$ cat config.mk
export PLATFORM = sky130hd
export DESIGN_NAME = block_linear_deswizzle_flat
export DESIGN_NICKNAME = d
export VERILOG_FILES = /design/src/hw/rtl/bld_pkg.sv /design/src/hw/rtl/bld_req_if.sv /design/src/hw/rtl/bld_rsp_if.sv /design/src/hw/rtl/bld_csr_if.sv /design/src/hw/rtl/bld_front.sv /design/src/hw/rtl/bld_queue.sv /design/src/hw/rtl/bld_back.sv /design/src/hw/rtl/block_linear_deswizzle.sv /design/src/flat_wrapper.sv
export SDC_FILE = /design/constraint.sdc
export NUM_CORES = 1
export LEC_CHECK = 0
export CORE_MARGIN = 4
export CORE_UTILIZATION = 54
export DETAILED_ROUTE_END_ITERATION = 7
export DONT_BUFFER_PORTS = 1
export GPL_ROUTABILITY_DRIVEN = 0
export PLACE_DENSITY_LB_ADDON = 0.25
export SETUP_SLACK_MARGIN = 0.2
export SKIP_CTS_REPAIR_TIMING = 1
export SYNTH_ARGS = -nofsm -noshare
export SYNTH_HDL_FRONTEND = slang
export SYNTH_HIERARCHICAL = 1
export SYNTH_SLANG_ARGS = --single-unit
$ cat constraint.sdc
create_clock -name clock -period 12.8 [get_ports clock]
set_input_delay 2.56 -clock clock [delete_from_list [all_inputs] [get_ports clock]]
set_output_delay 2.56 -clock clock [all_outputs]
set_load 0.05 [all_outputs]
$ cat src/hw/rtl/bld_pkg.sv
package bld_pkg;

   localparam int SECTOR_W      = 64;
   localparam int OFFSET_W      = 30;
   localparam int CSR_INDEX_W   = 2;
   localparam int CSR_DATA_W    = 16;

   localparam int WIDTH_GOBS_W  = 11;
   localparam int BLOCK_GOBS_W  = 6;
   localparam int LINES_W       = 15;

   localparam int GOB_BYTES_LOG2 = 6;
   localparam int GOB_LINES_LOG2 = 3;
   localparam int SECTOR_IDX_W   = 5;
   localparam int GOB_IDX_W      = 5;
   localparam int MAX_BLOCK_GOBS = 32;
   localparam int QUEUE_DEPTH    = 2;

   localparam int MAX_WIDTH_GOBS_DEFAULT = 1024;
   localparam int MAX_LINES_DEFAULT      = 16384;

   localparam logic [CSR_INDEX_W-1:0] CSR_WIDTH_GOBS    = 2'd0;
   localparam logic [CSR_INDEX_W-1:0] CSR_BLOCK_HEIGHT  = 2'd1;
   localparam logic [CSR_INDEX_W-1:0] CSR_SURFACE_LINES = 2'd2;

   localparam logic [WIDTH_GOBS_W-1:0] WIDTH_GOBS_RESET    = 11'd1;
   localparam logic [BLOCK_GOBS_W-1:0] BLOCK_GOBS_RESET    = 6'd16;
   localparam logic [LINES_W-1:0]      SURFACE_LINES_RESET = 15'd1;

   typedef struct packed {
      logic [WIDTH_GOBS_W-1:0] width_gobs;
      logic [BLOCK_GOBS_W-1:0] block_height_gobs;
      logic [LINES_W-1:0]      surface_lines;
   } cfg_type;

endpackage

$ cat src/hw/rtl/bld_req_if.sv
interface bld_req_if;
   logic                          valid;
   logic                          ready;
   logic [bld_pkg::SECTOR_W-1:0]  sector_low;
   logic [bld_pkg::SECTOR_W-1:0]  sector_high;

   modport source (output valid, output sector_low, output sector_high, input ready);
   modport sink   (input valid, input sector_low, input sector_high, output ready);
endinterface

$ cat src/hw/rtl/bld_rsp_if.sv
interface bld_rsp_if;
   logic                          valid;
   logic                          ready;
   logic [bld_pkg::OFFSET_W-1:0]  dest_offset;
   logic [bld_pkg::SECTOR_W-1:0]  out_low;
   logic [bld_pkg::SECTOR_W-1:0]  out_high;
   logic                          last;

   modport source (output valid, output dest_offset, output out_low, output out_high,
                   output last, input ready);
   modport sink   (input valid, input dest_offset, input out_low, input out_high,
                   input last, output ready);
endinterface

$ cat src/hw/rtl/bld_csr_if.sv
interface bld_csr_if;
   logic                            valid;
   logic                            ready;
   logic [bld_pkg::CSR_INDEX_W-1:0] index;
   logic [bld_pkg::CSR_DATA_W-1:0]  data;

   modport source (output valid, output index, output data, input ready);
   modport sink   (input valid, input index, input data, output ready);
endinterface

$ cat src/hw/rtl/bld_front.sv
module bld_front #(
   parameter int LINE_W = 15,
   parameter int BA_W   = 10
) (
   input  logic                          clock,
   input  logic                          reset,
   input  logic                          restart,
   input  bld_pkg::cfg_type              cfg,
   bld_req_if.sink                       req_ch,
   output logic                          push_valid,
   input  logic                          push_ready,
   output logic [2*bld_pkg::SECTOR_W+1+LINE_W+BA_W+bld_pkg::GOB_BYTES_LOG2-1:0] push_data
);

   localparam int COL_W  = BA_W + bld_pkg::GOB_BYTES_LOG2;
   localparam int LCMP_W = (LINE_W > bld_pkg::LINES_W ? LINE_W : bld_pkg::LINES_W) + 1;
   localparam int BCMP_W = (BA_W > bld_pkg::WIDTH_GOBS_W ? BA_W : bld_pkg::WIDTH_GOBS_W) + 1;
   localparam int GCMP_W = bld_pkg::BLOCK_GOBS_W + 1;

   typedef struct packed {
      logic [bld_pkg::SECTOR_W-1:0] high;
      logic [bld_pkg::SECTOR_W-1:0] low;
      logic                         fin;
      logic [LINE_W-1:0]            line;
      logic [COL_W-1:0]             col;
   } entry_type;

   logic [bld_pkg::SECTOR_IDX_W-1:0] sector_ff, sector_in;
   logic [bld_pkg::GOB_IDX_W-1:0]    gob_ff, gob_in;
   logic [BA_W-1:0]                  ba_ff, ba_in;
   logic [LINE_W-1:0]                row_base_ff, row_base_in;

   logic [2:0]        yt;
   logic [LINE_W-1:0] line;
   logic [LCMP_W-1:0] line_x;
   logic [LCMP_W-1:0] sl_x;
   logic [LCMP_W-1:0] row_next;
   logic [LINE_W-1:0] rob_lines;
   logic              keep;
   logic              right_edge;
   logic              gob_end;
   logic              accept;
   entry_type         entry;

   assign yt        = {sector_ff[3], sector_ff[2], sector_ff[0]};
   assign line      = row_base_ff + LINE_W'({gob_ff, yt});
   assign line_x    = LCMP_W'(line);
   assign sl_x      = LCMP_W'(cfg.surface_lines);
   assign keep      = line_x < sl_x;
   assign rob_lines = LINE_W'({cfg.block_height_gobs, 3'b000});
   assign row_next  = LCMP_W'(row_base_ff) + LCMP_W'(rob_lines);
   assign right_edge = (BCMP_W'(ba_ff) + BCMP_W'(1)) >= BCMP_W'(cfg.width_gobs);
   assign gob_end    = (GCMP_W'(gob_ff) + GCMP_W'(1)) >= GCMP_W'(cfg.block_height_gobs);

   assign req_ch.ready = push_ready || !keep;
   assign accept       = req_ch.valid && req_ch.ready;
   assign push_valid   = req_ch.valid && keep;

   always_comb begin
      entry.high = req_ch.sector_high;
      entry.low  = req_ch.sector_low;
      entry.line = line;
      entry.col  = {ba_ff, sector_ff[4], sector_ff[1], 4'b0000};
      entry.fin  = (line_x + LCMP_W'(1) == sl_x) && right_edge && sector_ff[4] && sector_ff[1];
   end
   assign push_data = entry;

   always_comb begin
      sector_in   = sector_ff;
      gob_in      = gob_ff;
      ba_in       = ba_ff;
      row_base_in = row_base_ff;
      if (restart) begin
         sector_in   = '0;
         gob_in      = '0;
         ba_in       = '0;
         row_base_in = '0;
      end else if (accept) begin
         sector_in = sector_ff + 1'b1;
         if (&sector_ff) begin
            if (gob_end) begin
               gob_in = '0;
               if (right_edge) begin
                  ba_in = '0;
                  if (row_next >= sl_x) begin
                     row_base_in = '0;
                  end else begin
                     row_base_in = row_next[LINE_W-1:0];
                  end
               end else begin
                  ba_in = ba_ff + 1'b1;
               end
            end else begin
               gob_in = gob_ff + 1'b1;
            end
         end
      end
   end

   always_ff @(posedge clock) begin
      if (reset) begin
         sector_ff   <= '0;
         gob_ff      <= '0;
         ba_ff       <= '0;
         row_base_ff <= '0;
      end else begin
         sector_ff   <= sector_in;
         gob_ff      <= gob_in;
         ba_ff       <= ba_in;
         row_base_ff <= row_base_in;
      end
   end

   a_gob_in_block : assert property (@(posedge clock) disable iff (reset)
      GCMP_W'(gob_ff) < GCMP_W'(cfg.block_height_gobs))
      else $error("GOB index past block height");

   a_block_in_row : assert property (@(posedge clock) disable iff (reset)
      BCMP_W'(ba_ff) < BCMP_W'(cfg.width_gobs))
      else $error("block index past surface width");

   a_row_in_surface : assert property (@(posedge clock) disable iff (reset)
      LCMP_W'(row_base_ff) < sl_x)
      else $error("row of blocks starts past surface");

endmodule

$ cat src/hw/rtl/bld_queue.sv
module bld_queue #(
   parameter int WIDTH = 8
) (
   input  logic             clock,
   input  logic             reset,
   input  logic             push_valid,
   output logic             push_ready,
   input  logic [WIDTH-1:0] push_data,
   output logic             pop_valid,
   input  logic             pop_ready,
   output logic [WIDTH-1:0] pop_data
);

   localparam int DEPTH = bld_pkg::QUEUE_DEPTH;
   localparam int PTR_W = (DEPTH > 1) ? $clog2(DEPTH) : 1;
   localparam int CNT_W = $clog2(DEPTH + 1);

   logic [WIDTH-1:0] mem_ff [DEPTH];
   logic [PTR_W-1:0] wr_ptr_ff, wr_ptr_in;
   logic [PTR_W-1:0] rd_ptr_ff, rd_ptr_in;
   logic [CNT_W-1:0] count_ff, count_in;
   logic             push_fire;
   logic             pop_fire;

   assign push_ready = count_ff != CNT_W'(DEPTH);
   assign pop_valid  = count_ff != '0;
   assign pop_data   = mem_ff[rd_ptr_ff];
   assign push_fire  = push_valid && push_ready;
   assign pop_fire   = pop_valid && pop_ready;

   always_comb begin
      wr_ptr_in = wr_ptr_ff;
      rd_ptr_in = rd_ptr_ff;
      count_in  = count_ff;
      if (push_fire) begin
         wr_ptr_in = (wr_ptr_ff == PTR_W'(DEPTH - 1)) ? '0 : wr_ptr_ff + 1'b1;
      end
      if (pop_fire) begin
         rd_ptr_in = (rd_ptr_ff == PTR_W'(DEPTH - 1)) ? '0 : rd_ptr_ff + 1'b1;
      end
      if (push_fire && !pop_fire) begin
         count_in = count_ff + 1'b1;
      end else if (pop_fire && !push_fire) begin
         count_in = count_ff - 1'b1;
      end
   end

   always_ff @(posedge clock) begin
      if (reset) begin
         wr_ptr_ff <= '0;
         rd_ptr_ff <= '0;
         count_ff  <= '0;
      end else begin
         wr_ptr_ff <= wr_ptr_in;
         rd_ptr_ff <= rd_ptr_in;
         count_ff  <= count_in;
      end
   end

   always_ff @(posedge clock) begin
      if (push_fire) begin
         mem_ff[wr_ptr_ff] <= push_data;
      end
   end

   a_count_bound : assert property (@(posedge clock) disable iff (reset)
      32'(count_ff) <= DEPTH)
      else $error("queue holds more entries than its depth");

   a_count_track : assert property (@(posedge clock) disable iff (reset)
      !$past(reset) |-> 32'(count_ff) ==
         32'($past(count_ff)) + 32'($past(push_fire)) - 32'($past(pop_fire)))
      else $error("queue count lost track of transfers");

endmodule

$ cat src/hw/rtl/bld_back.sv
module bld_back #(
   parameter int LINE_W = 15,
   parameter int BA_W   = 10
) (
   input  logic                                 clock,
   input  logic                                 reset,
   input  logic [bld_pkg::WIDTH_GOBS_W-1:0]     width_gobs,
   input  logic                                 pop_valid,
   output logic                                 pop_ready,
   input  logic [2*bld_pkg::SECTOR_W+1+LINE_W+BA_W+bld_pkg::GOB_BYTES_LOG2-1:0] pop_data,
   bld_rsp_if.source                            rsp_ch
);

   localparam int COL_W  = BA_W + bld_pkg::GOB_BYTES_LOG2;
   localparam int PROD_W = LINE_W + bld_pkg::WIDTH_GOBS_W;
   localparam int SUM_W  = PROD_W + bld_pkg::GOB_BYTES_LOG2 + 1;
   localparam int OFF_W  = (SUM_W > bld_pkg::OFFSET_W) ? SUM_W : bld_pkg::OFFSET_W;

   typedef struct packed {
      logic [bld_pkg::SECTOR_W-1:0] high;
      logic [bld_pkg::SECTOR_W-1:0] low;
      logic                         fin;
      logic [LINE_W-1:0]            line;
      logic [COL_W-1:0]             col;
   } entry_type;

   entry_type                    entry;
   logic [PROD_W-1:0]            prod;
   logic [OFF_W-1:0]             sum;
   logic                         pop_fire;

   logic                         rsp_valid_ff, rsp_valid_in;
   logic [bld_pkg::OFFSET_W-1:0] dest_offset_ff;
   logic [bld_pkg::SECTOR_W-1:0] low_ff;
   logic [bld_pkg::SECTOR_W-1:0] high_ff;
   logic                         last_ff;

   assign entry     = pop_data;
   assign prod      = PROD_W'(entry.line) * PROD_W'(width_gobs);
   assign sum       = OFF_W'({prod, {bld_pkg::GOB_BYTES_LOG2{1'b0}}}) + OFF_W'(entry.col);
   assign pop_ready = !rsp_valid_ff || rsp_ch.ready;
   assign pop_fire  = pop_valid && pop_ready;

   always_comb begin
      rsp_valid_in = rsp_valid_ff;
      if (pop_fire) begin
         rsp_valid_in = 1'b1;
      end else if (rsp_ch.ready) begin
         rsp_valid_in = 1'b0;
      end
   end

   always_ff @(posedge clock) begin
      if (reset) begin
         rsp_valid_ff <= 1'b0;
      end else begin
         rsp_valid_ff <= rsp_valid_in;
      end
   end

   always_ff @(posedge clock) begin
      if (pop_fire) begin
         dest_offset_ff <= sum[bld_pkg::OFFSET_W-1:0];
         low_ff         <= entry.low;
         high_ff        <= entry.high;
         last_ff        <= entry.fin;
      end
   end

   assign rsp_ch.valid       = rsp_valid_ff;
   assign rsp_ch.dest_offset = dest_offset_ff;
   assign rsp_ch.out_low     = low_ff;
   assign rsp_ch.out_high    = high_ff;
   assign rsp_ch.last        = last_ff;

endmodule

$ cat src/hw/rtl/block_linear_deswizzle.sv
// Path: a sector accepted on req is written into the queue, then into the output register,
// from which it is offered on rsp; a full queue or a stalled rsp holds it on the way.
// Throughput: one sector per cycle while rsp is ready; the walk counters advance once per transfer and
// the two-entry queue plus the output register keep both sides moving.
// Padding sectors and lines past the surface are accepted with no result, even while the queue is full.
// Reset (synchronous): walk restarts at the first sector, registers return to
// width 1 GOB, block height 16 GOBs, 1 line; there is no clearing pass.
module block_linear_deswizzle #(
   parameter int MAX_WIDTH_GOBS = bld_pkg::MAX_WIDTH_GOBS_DEFAULT,
   parameter int MAX_LINES      = bld_pkg::MAX_LINES_DEFAULT
) (
   input  logic       clock,
   input  logic       reset,
   bld_req_if.sink    req_ch,
   bld_rsp_if.source  rsp_ch,
   bld_csr_if.sink    csr_ch
);

   localparam int LINE_W  = $clog2(MAX_LINES + 2 * bld_pkg::MAX_BLOCK_GOBS * 8);
   localparam int BA_W    = (MAX_WIDTH_GOBS > 1) ? $clog2(MAX_WIDTH_GOBS) : 1;
   localparam int ENTRY_W = 2 * bld_pkg::SECTOR_W + 1 + LINE_W + BA_W
                            + bld_pkg::GOB_BYTES_LOG2;

   bld_pkg::cfg_type cfg_ff, cfg_in;
   logic             restart;

   logic               push_valid;
   logic               push_ready;
   logic [ENTRY_W-1:0] push_data;
   logic               pop_valid;
   logic               pop_ready;
   logic [ENTRY_W-1:0] pop_data;

   assign csr_ch.ready = 1'b1;

   always_comb begin
      logic [bld_pkg::WIDTH_GOBS_W-1:0] v_w;
      logic [bld_pkg::BLOCK_GOBS_W-1:0] v_b;
      logic [bld_pkg::LINES_W-1:0]      v_l;
      v_w     = csr_ch.data[bld_pkg::WIDTH_GOBS_W-1:0];
      v_b     = csr_ch.data[bld_pkg::BLOCK_GOBS_W-1:0];
      v_l     = csr_ch.data[bld_pkg::LINES_W-1:0];
      cfg_in  = cfg_ff;
      restart = 1'b0;
      if (csr_ch.valid && csr_ch.ready) begin
         unique case (csr_ch.index)
            bld_pkg::CSR_WIDTH_GOBS: begin
               restart = 1'b1;
               if (v_w == '0) begin
                  cfg_in.width_gobs = bld_pkg::WIDTH_GOBS_W'(1);
               end else if (32'(v_w) > MAX_WIDTH_GOBS) begin
                  cfg_in.width_gobs = bld_pkg::WIDTH_GOBS_W'(MAX_WIDTH_GOBS);
               end else begin
                  cfg_in.width_gobs = v_w;
               end
            end
            bld_pkg::CSR_BLOCK_HEIGHT: begin
               restart = 1'b1;
               if (v_b == '0) begin
                  cfg_in.block_height_gobs = bld_pkg::BLOCK_GOBS_W'(1);
               end else if (32'(v_b) > bld_pkg::MAX_BLOCK_GOBS) begin
                  cfg_in.block_height_gobs = bld_pkg::BLOCK_GOBS_W'(bld_pkg::MAX_BLOCK_GOBS);
               end else begin
                  cfg_in.block_height_gobs = v_b;
               end
            end
            bld_pkg::CSR_SURFACE_LINES: begin
               restart = 1'b1;
               if (v_l == '0) begin
                  cfg_in.surface_lines = bld_pkg::LINES_W'(1);
               end else if (32'(v_l) > MAX_LINES) begin
                  cfg_in.surface_lines = bld_pkg::LINES_W'(MAX_LINES);
               end else begin
                  cfg_in.surface_lines = v_l;
               end
            end
            default: begin
               restart = 1'b0;
            end
         endcase
      end
   end

   always_ff @(posedge clock) begin
      if (reset) begin
         cfg_ff.width_gobs        <= bld_pkg::WIDTH_GOBS_RESET;
         cfg_ff.block_height_gobs <= bld_pkg::BLOCK_GOBS_RESET;
         cfg_ff.surface_lines     <= bld_pkg::SURFACE_LINES_RESET;
      end else begin
         cfg_ff <= cfg_in;
      end
   end

   bld_front #(
      .LINE_W (LINE_W),
      .BA_W   (BA_W)
   ) u_front (
      .clock      (clock),
      .reset      (reset),
      .restart    (restart),
      .cfg        (cfg_ff),
      .req_ch     (req_ch),
      .push_valid (push_valid),
      .push_ready (push_ready),
      .push_data  (push_data)
   );

   bld_queue #(
      .WIDTH (ENTRY_W)
   ) u_queue (
      .clock      (clock),
      .reset      (reset),
      .push_valid (push_valid),
      .push_ready (push_ready),
      .push_data  (push_data),
      .pop_valid  (pop_valid),
      .pop_ready  (pop_ready),
      .pop_data   (pop_data)
   );

   bld_back #(
      .LINE_W (LINE_W),
      .BA_W   (BA_W)
   ) u_back (
      .clock      (clock),
      .reset      (reset),
      .width_gobs (cfg_ff.width_gobs),
      .pop_valid  (pop_valid),
      .pop_ready  (pop_ready),
      .pop_data   (pop_data),
      .rsp_ch     (rsp_ch)
   );

endmodule
$ cat src/flat_wrapper.sv
// flat-port wrapper written by rule: the top's interface ports become plain ports
module block_linear_deswizzle_flat 
#(
   parameter int MAX_WIDTH_GOBS = bld_pkg::MAX_WIDTH_GOBS_DEFAULT,
   parameter int MAX_LINES      = bld_pkg::MAX_LINES_DEFAULT
)
  (clock, reset, req_ch_valid, req_ch_sector_low, req_ch_sector_high, req_ch_ready, rsp_ch_valid, rsp_ch_dest_offset, rsp_ch_out_low, rsp_ch_out_high, rsp_ch_last, rsp_ch_ready, csr_ch_valid, csr_ch_index, csr_ch_data, csr_ch_ready);
  bld_req_if req_ch_i ();
  bld_rsp_if rsp_ch_i ();
  bld_csr_if csr_ch_i ();
  input  logic clock;
  input  logic reset;
  input wire logic [$bits(req_ch_i.valid)-1:0] req_ch_valid;
  input wire logic [$bits(req_ch_i.sector_low)-1:0] req_ch_sector_low;
  input wire logic [$bits(req_ch_i.sector_high)-1:0] req_ch_sector_high;
  output wire logic [$bits(req_ch_i.ready)-1:0] req_ch_ready;
  output wire logic [$bits(rsp_ch_i.valid)-1:0] rsp_ch_valid;
  output wire logic [$bits(rsp_ch_i.dest_offset)-1:0] rsp_ch_dest_offset;
  output wire logic [$bits(rsp_ch_i.out_low)-1:0] rsp_ch_out_low;
  output wire logic [$bits(rsp_ch_i.out_high)-1:0] rsp_ch_out_high;
  output wire logic [$bits(rsp_ch_i.last)-1:0] rsp_ch_last;
  input wire logic [$bits(rsp_ch_i.ready)-1:0] rsp_ch_ready;
  input wire logic [$bits(csr_ch_i.valid)-1:0] csr_ch_valid;
  input wire logic [$bits(csr_ch_i.index)-1:0] csr_ch_index;
  input wire logic [$bits(csr_ch_i.data)-1:0] csr_ch_data;
  output wire logic [$bits(csr_ch_i.ready)-1:0] csr_ch_ready;
  assign req_ch_i.valid = req_ch_valid;
  assign req_ch_i.sector_low = req_ch_sector_low;
  assign req_ch_i.sector_high = req_ch_sector_high;
  assign req_ch_ready = req_ch_i.ready;
  assign rsp_ch_valid = rsp_ch_i.valid;
  assign rsp_ch_dest_offset = rsp_ch_i.dest_offset;
  assign rsp_ch_out_low = rsp_ch_i.out_low;
  assign rsp_ch_out_high = rsp_ch_i.out_high;
  assign rsp_ch_last = rsp_ch_i.last;
  assign rsp_ch_i.ready = rsp_ch_ready;
  assign csr_ch_i.valid = csr_ch_valid;
  assign csr_ch_i.index = csr_ch_index;
  assign csr_ch_i.data = csr_ch_data;
  assign csr_ch_ready = csr_ch_i.ready;
  block_linear_deswizzle #(.MAX_WIDTH_GOBS(MAX_WIDTH_GOBS), .MAX_LINES(MAX_LINES)) u_core (.clock(clock), .reset(reset), .req_ch(req_ch_i), .rsp_ch(rsp_ch_i), .csr_ch(csr_ch_i));
endmodule
==> metrics.txt, run 1 <==
status finished, final reports clean; wire per inst 20.8 um; f_max 137 MHz; slowest CP cell dfxtp_4; Req. time, crit path 13.16 ns; post-synthesis sequential area ratio 54.2%; Worst Skew 0.0275 ns; global-route wire length before repair 89,900 um; Fin. Hold Viols 0; die height 240 um; pwr dens 209 mW/mm^2; ANT nets after route 0; Seq pwr share 55.9%; io pins 313; initial antenna violation count 0; Pre-antenna DRT Iters 5; CTS buffer count 58; maximum fanout along the worst path 47; top post-synthesis cells by area edfxtp_1 49%, fa_1 8.0%, ha_1 5.4%; clock share of power 26.7%; layout net count 2,430; core area 0.0530 sq mm; max capacitance violation total 0; max-slew violations 0; worst path cell trace mux2_2 > and2_1 > fa_1 > inv_1 > fa_1 > inv_1 > fa_1 > fa_1 > inv_1 > fa_1 > inv_1 > ha_1 > a21oi_1 > o21bai_1 > a221oi_2 > o21ai_0 > xor2_1 > nor4bb_4 > nand4_1 > xnor2_1; multi-input combinational cell area 0.0111 sq mm; area leader, netlist edfxtp_1; crit path DAT 7.68 ns; clk slew on worst S/H paths 0.07 ns; FF/Latch Area 0.0158 sq mm; cell internal pwr 3980 uW; Switching Fraction 37.7%; final setup vio count 0; Mapped Area 0.0291 sq mm; fillers 4,215; leakage power 0.0118 uW; net switching power 2400 uW; DIE AREA 0.0577 sq mm; CP dominant cell by count fa_1; CP startpoint kind register; area growth from synthesis to layout 5.00%; worst setup path class register to register; worst-case clock buffer depth 3; number of global-route vias before repair 15,900; Worst Path Buf+Inv 4; worst reg2reg setup slack 5.48 ns; Starting Density 54.9%; Rows 84; Ys Warns 6; Clock Latency Late Sink 0.62 ns; Worst setup EP type register; RSZ-0062 raised after global routing false; Final Cycle Share 57.2%; total track usage 19.8%; post-DP HPWL 40,500 um; clock root buffer clkbuf_16; #FFs+latches synth 549; TNS Setup 0 ns; most frequent cells in the layout 479 x edfxtp_1, 193 x inv_1, 177 x nand2_1, 125 x ha_1, 117 x fa_1; top-area cell type share of the netlist area 49.4%; Power, Total 6380 uW; IO buf count 0; slowest stage delay, CP 0.84 ns; Top delay family on crit path adder cells; logic gate share of total power 17.4%; Yosys cell types 100; Remaining Overflow, GRT 0; worst hold path class register to register; die width 240 um; TritonCTS clock tree built; number of flops mapped to enable cells by yosys 479; maximum number of pins on one net before global-route repair 106; Initial DRC Count 833; Detailed Route WL 57,700 um; Mapped Cells 2,181; # diodes 0; Async SR Flop Fraction 0%; # H-tree levels 2; Residual DRC 0; Least-Margin Pin Slew 1.13 ns; via count 15,600; Top FF cell, synth edfxtp_1; Synth Area per Inst 13.3 sq um; share of layout cells above drive strength 1 14.7%; commonest non-fill, non-tap cell in the layout edfxtp_1; TritonCTS Sinks 549; vias per cell 5.61; Tmin final 7.32 ns; Slew HR 24.8%; worst vdd ir 0.114 mV
==> per-layer routing <==
layer / track usage [%] / up-vias / wire length (um)
li1: - / 7207 / -
met1: 26.0 / 7756 / 24000
met2: 33.3 / 494 / 28300
met3: 4.74 / 96 / 4040
met4: 5.47 / 0 / 1390
met5: 0 / - / 0
==> cells by family after synthesis <==
family | Yosys count | share of synthesized area (%)
buffers and inverters | 412 | 7.54
xor gates and xnor gates | 102 | 3.12
DFF | 549 | 54.2
and+or+nand+nor | 475 | 8.45
muxes | 170 | 7.83
AOI/OAI and AO/OA | 229 | 5.38
other | 2 | 0.0258
adders and majority gates | 242 | 13.4
==> final cells by class <==
type | instances | share of cell area, %
sequential | 549 | 51.7
timing repair buffer | 9 | 0.221
clock buffer | 60 | 4.77
tap | 688 | 2.82
inverter | 196 | 2.42
multi-input combinational | 1223 | 36.5
clock inverter | 46 | 1.63
==> worst reg2reg max path: cells and delay by family, from the launching register on <==
family          cells  cell delay [ns]
compound gates      4             1.19
xor+xnor            2             0.44
fa+ha+maj           6             3.05
buf+inv             4             0.21
flops               1             0.84
mux                 1             0.56
simple gates        3             0.75
==> synthesized netlist by cell type (5+ instances only) <==
library cell and count:
edfxtp_1 479, inv_1 194, nand2_1 177, buf_4 138, ha_1 125, fa_1 117, mux2_4 100, a21oi_1 90
and2_1 77, dfxtp_1 70, mux2_2 61, xnor2_1 60, nor2_1 57, nand3_1 51, clkbuf_1 47, xor2_1 40
o21ai_0 24, nand4_1 16, buf_2 15, a21o_1 14, and3_1 13, buf_6 12, nor3_1 11, mux2i_1 9
nand2b_1 9, o21a_1 9, a31oi_1 7, nand3b_1 7, o21bai_1 7, a211oi_1 6, a22o_1 6, nor2b_1 5
nor3b_1 5, o2111ai_1 5, o211ai_1 5, o21ai_1 5, or2_2 5, or3_1 5
==> power groups by stage <==
stage | Clock [uW] | Combinational (uW) | Sequential (uW)
after floorplan | 0 | 959 | 3540
after global placement | 0 | 1100 | 3590
after detailed placement | 0 | 1130 | 3610
after CTS | 1750 | 1130 | 3580
after global routing | 1830 | 1230 | 3600
final | 1700 | 1110 | 3570
==> worst paths after layout <==
check	start	to	cells past startpoint
hold / removal	u_core/cfg_ff[12]	u_core/cfg_ff[12]	2
setup reg to reg	register	u_core/u_back/rsp_ch.dest_offset[29]	20
setup / recovery	register	u_core/u_back/rsp_ch.dest_offset[29]	20
hold reg to reg	u_core/cfg_ff[12]	u_core/cfg_ff[12]	2
==> registers in the layout (all words and copies together), names as in the netlist, named ones only <==
name / cells
u_core/u_back/rsp_ch.last: 1
u_core/u_queue/wr_ptr_ff: 1
u_core/u_back/rsp_ch.out_low: 64
u_core/u_queue/mem_ff: 320
u_core/u_back/rsp_ch.dest_offset: 30
u_core/u_back/rsp_ch.valid: 1
u_core/u_queue/rd_ptr_ff: 1
u_core/u_front/gob_ff: 5
u_core/u_queue/count_ff: 2
u_core/u_back/rsp_ch.out_high: 64
u_core/cfg_ff: 32
u_core/u_front/sector_ff: 5
u_core/u_front/row_base_ff: 12
u_core/u_front/ba_ff: 10
==> metrics by stage <==
step | std cells | cell area (sq um) | setup slack [ns] | util [%] | hold WS (ns)
after CTS | 2771 | 30600 | 5.44 | 57.7 | 0.458
after floorplan | 2184 | 29100 | 5.57 | - | 0.432
after detailed placement | 2665 | 28600 | 5.46 | 54.0 | 0.449
after global placement | 2665 | 28600 | 5.58 | 54.0 | 0.438
final | 2771 | 30600 | 5.48 | 57.7 | 0.462
after global routing | 2771 | 30600 | 5.07 | 57.7 | 0.476
No activity file was read; power rests on OpenSTA's default activity.
==> inputs of run 2 (changes only) <==
--- a/config.mk
+++ b/config.mk
@@ -5,6 +5,7 @@
 export SDC_FILE = /design/constraint.sdc
 export NUM_CORES = 1
 export LEC_CHECK = 0
+export ABC_AREA = 1
 export CORE_MARGIN = 4
 export CORE_UTILIZATION = 54
 export DETAILED_ROUTE_END_ITERATION = 7
==> constraint.sdc (replaced) <==
create_clock -name clock -period 6.17 [get_ports clock]
set_input_delay 1.234 -clock clock [delete_from_list [all_inputs] [get_ports clock]]
set_output_delay 1.234 -clock clock [all_outputs]
set_load 0.05 [all_outputs]
==> run 2 against run 1 <==
  * Register-to-register slack worse by 5.1 ns
  * Non-clock buffer count is 48 higher
  * Setup slack worse by 5.1 ns
  * Synthesized area is 2.6% higher
  * Maximum frequency is 26% higher
  * Highest routed layer unchanged
  * Sequential cell count stayed put
  * Critical path depth is 8 higher
  * Clock-buffer cell count is 11 higher
  * First-iteration DRC count is 43% higher
  * Total power is 130% higher
  * Sequential power is 110% higher
==> metrics.txt, run 2 <==
status finished, final reports clean; Fin. Hold Viols 0 (unchanged); fillers 4,315 (+2.4%); Mapped Area 0.0299 sq mm (+2.6%); multi-input combinational cell area 0.0117 sq mm (+5.1%); Rows 85 (+1.2%); worst hold path class register to register; busiest grt layer met2; Remaining Overflow, GRT 0 (unchanged); Req. time, crit path 6.53 ns (-6.63 ns); commonest non-fill, non-tap cell in the layout nand2_1; Top FF cell, synth edfxtp_1; maximum fanout along the worst path 6 (-87%); worst setup path class register to register; Least-Margin Pin Slew 1.09 ns (-0.0351 ns); cell internal pwr 8790 uW (+120%); Seq pwr share 52.0% (-3.9 points); Final Cycle Share 94.4% (+37 points); clk slew on worst S/H paths 0.06 ns (about the same); max-slew violations 0 (unchanged); #FFs+latches synth 549 (unchanged); share of layout cells above drive strength 1 18.0% (+3.3 points); CP startpoint kind register; Clock Latency Late Sink 0.63 ns (about the same); Biggest register u_core/u_queue/mem_ff; RSZ-0062 raised after global routing false; io pins 313 (unchanged); die height 243 um (+1.2%); hold path startpoint u_core/u_front/sector_ff[4]; worst vdd ir 0.297 mV (+160%); wire per inst 18.4 um (-12%); ANT nets after route 0 (unchanged); pwr dens 444 mW/mm^2 (+110%); via count 17,500 (+13%); most frequent cells in the layout 493 x nand2_1, 479 x edfxtp_1, 395 x inv_1, 113 x mux2_4, 111 x fa_1; crit path DAT 6.18 ns (-1.50 ns); CTS buffer count 56 (-3.4%); clock root buffer clkbuf_16; Yosys cell types 52 (-48%); initial antenna violation count 0 (unchanged); FF/Latch Area 0.0158 sq mm (unchanged); TritonCTS Sinks 549 (unchanged); Worst Skew 0.0335 ns (+0.00596 ns); area growth from synthesis to layout 8.26%; final setup vio count 0 (unchanged); global-route met3 utilization 5.21% (+0.47 points); Ys Warns 6 (unchanged); # diodes 0 (unchanged); net switching power 5570 uW (+130%); number of flops mapped to enable cells by yosys 479 (unchanged); number of global-route vias before repair 17,200 (+7.8%); core area 0.0542 sq mm (+2.4%); Switching Fraction 38.8% (+1.1 points); Mapped Cells 2,625 (+20%); Hold WS 0.510 ns (+0.0485 ns); Slew HR 27.1% (+2.3 points); Worst setup EP type register; GR Layer Usage met2 34.3% (+0.96 points); layout net count 2,940 (+21%); clock share of power 24.1% (-2.6 points); post-synthesis sequential area ratio 52.9% (-1.4 points); vias per cell 5.32 (-5.1%); TritonCTS clock tree built; Detailed Route WL 60,500 um (+4.7%); Async SR Flop Fraction 0% (unchanged); Tmin final 5.82 ns (-1.50 ns); max FFs per register 320 (unchanged); f_max 172 MHz (+26%); die width 243 um (+1.2%); final core occ 59.6% (+1.9 points); leakage power 0.0138 uW (+17%); area leader, netlist edfxtp_1; logic gate share of total power 23.9% (+6.5 points); top post-synthesis cells by area edfxtp_1 48%, fa_1 7.8%, nand2_1 6.4%; IO buf count 0 (unchanged); # H-tree levels 2 (unchanged); top-area cell type share of the netlist area 48.2% (-1.2 points); CP dominant cell by count fa_1; total track usage 19.9% (+0.084 points); Pre-antenna DRT Iters 5 (unchanged); slowest CP cell fa_1; max capacitance violation total 0 (unchanged); Starting Density 55.1% (+0.11 points); Initial DRC Count 1,189 (+43%); maximum number of pins on one net before global-route repair 105 (-0.94%); Residual DRC 0 (unchanged); post-DP HPWL 42,600 um (+5.1%); dpl cell area 0.0296 sq mm (+3.6%); Finished Cell Area 0.0323 sq mm (+5.8%); DIE AREA 0.0591 sq mm (+2.5%); global-route wire length before repair 93,700 um (+4.2%); met1 Use GR 25.4% (-0.60 points); top-count cell post-synth nand2_1; top post-synthesis cells by count 509 x nand2_1, 479 x edfxtp_1, 400 x inv_1; Synth Area per Inst 11.4 sq um (-15%); worst-case clock buffer depth 3 (unchanged); slowest stage delay, CP 0.57 ns (-0.27 ns)
## run 2: cell count changes after synthesis, moves of 10 or more
cell and change:
and2_1 -74, nand2_2 +30, inv_1 +206, nor2_1 +60, a21oi_1 +15, o21ai_0 +31, and3_1 -11, nor2_2 +11
nand2_1 +332, nand3_1 +26, xnor2_1 -53, clkbuf_1 -14, a21o_1 -10
## run 2: area by class of cell
type | count | share of cell area [%]
Clock buffer | 71 | 4.60
Clock inverter | 35 | 1.36
Inverter | 412 | 4.79
Multi-Input combinational cell | 1471 | 36.2
Sequential cell | 549 | 48.8
Tap cell | 696 | 2.69
Timing Repair Buffer | 57 | 1.47
## run 2: path summary, 6_finish.rpt
check	slack [ns]	cells past startpoint	end
setup / recovery	0.35	28	u_core/u_back/rsp_ch.dest_offset[24]
hold / removal	0.51	2	u_core/u_front/sector_ff[4]
setup reg to reg	0.35	28	u_core/u_back/rsp_ch.dest_offset[24]
hold reg to reg	0.51	2	u_core/u_front/sector_ff[4]
## run 2: power groups by stage
stage / clock network, uW / registers, uW / logic [uW]
floorplan: 0 / 7420 / 2470
global placement: 0 / 7530 / 2970
detailed placement: 0 / 7550 / 3040
CTS: 3550 / 7490 / 3060
global route: 3750 / 7530 / 3760
finish: 3460 / 7470 / 3430
## run 2: layer usage
| metal | wire length (um) | share of wire (%) | vias to the layer above |
|---|---|---|---|
| met1 | 25000 | 41 | 8516 |
| met2 | 29800 | 49 | 576 |
| met3 | 4450 | 7.4 | 93 |
| li1 | - | - | 8336 |
| met4 | 1250 | 2.1 | 0 |
| met5 | 0 | 0 | - |
## run 2: kinds of logic (layout without fill, tap and decap cells)
group | after synthesis | in the layout | share of synthesized area, %
compound gates | 192 | 192 | 3.51
xor+xnor | 49 | 49 | 1.44
fa+ha+maj | 242 | 242 | 13.1
buf+inv | 610 | 575 | 9.78
flops | 549 | 549 | 52.9
mux | 160 | 162 | 7.29
other cells | 2 | 5 | 0.0251
simple gates | 821 | 821 | 12.0
## run 2: critical path: cells and delay by family, from the launching register on
| family | cells | cell delay [ns] |
|---|---|---|
| DFF | 1 | 0.39 |
| and+or+nand+nor | 9 | 0.82 |
| muxes | 1 | 0.24 |
| adders and majority gates | 7 | 2.79 |
| AOI/OAI and AO/OA | 1 | 0.21 |
| xor gates and xnor gates | 2 | 0.31 |
| buffers and inverters | 8 | 0.80 |
## run 2: stage by stage
stage               cells  power [uW]  setup slack, ns  TNS (ns)
finish               3291       14400            0.348         0
global route         3291       15000           0.0586         0
CTS                  3261       14100           0.0102         0
detailed placement   3155       10600            0.136         0
global placement     3155       10500            0.161         0
floorplan            2628        9890           -0.862   -275.73
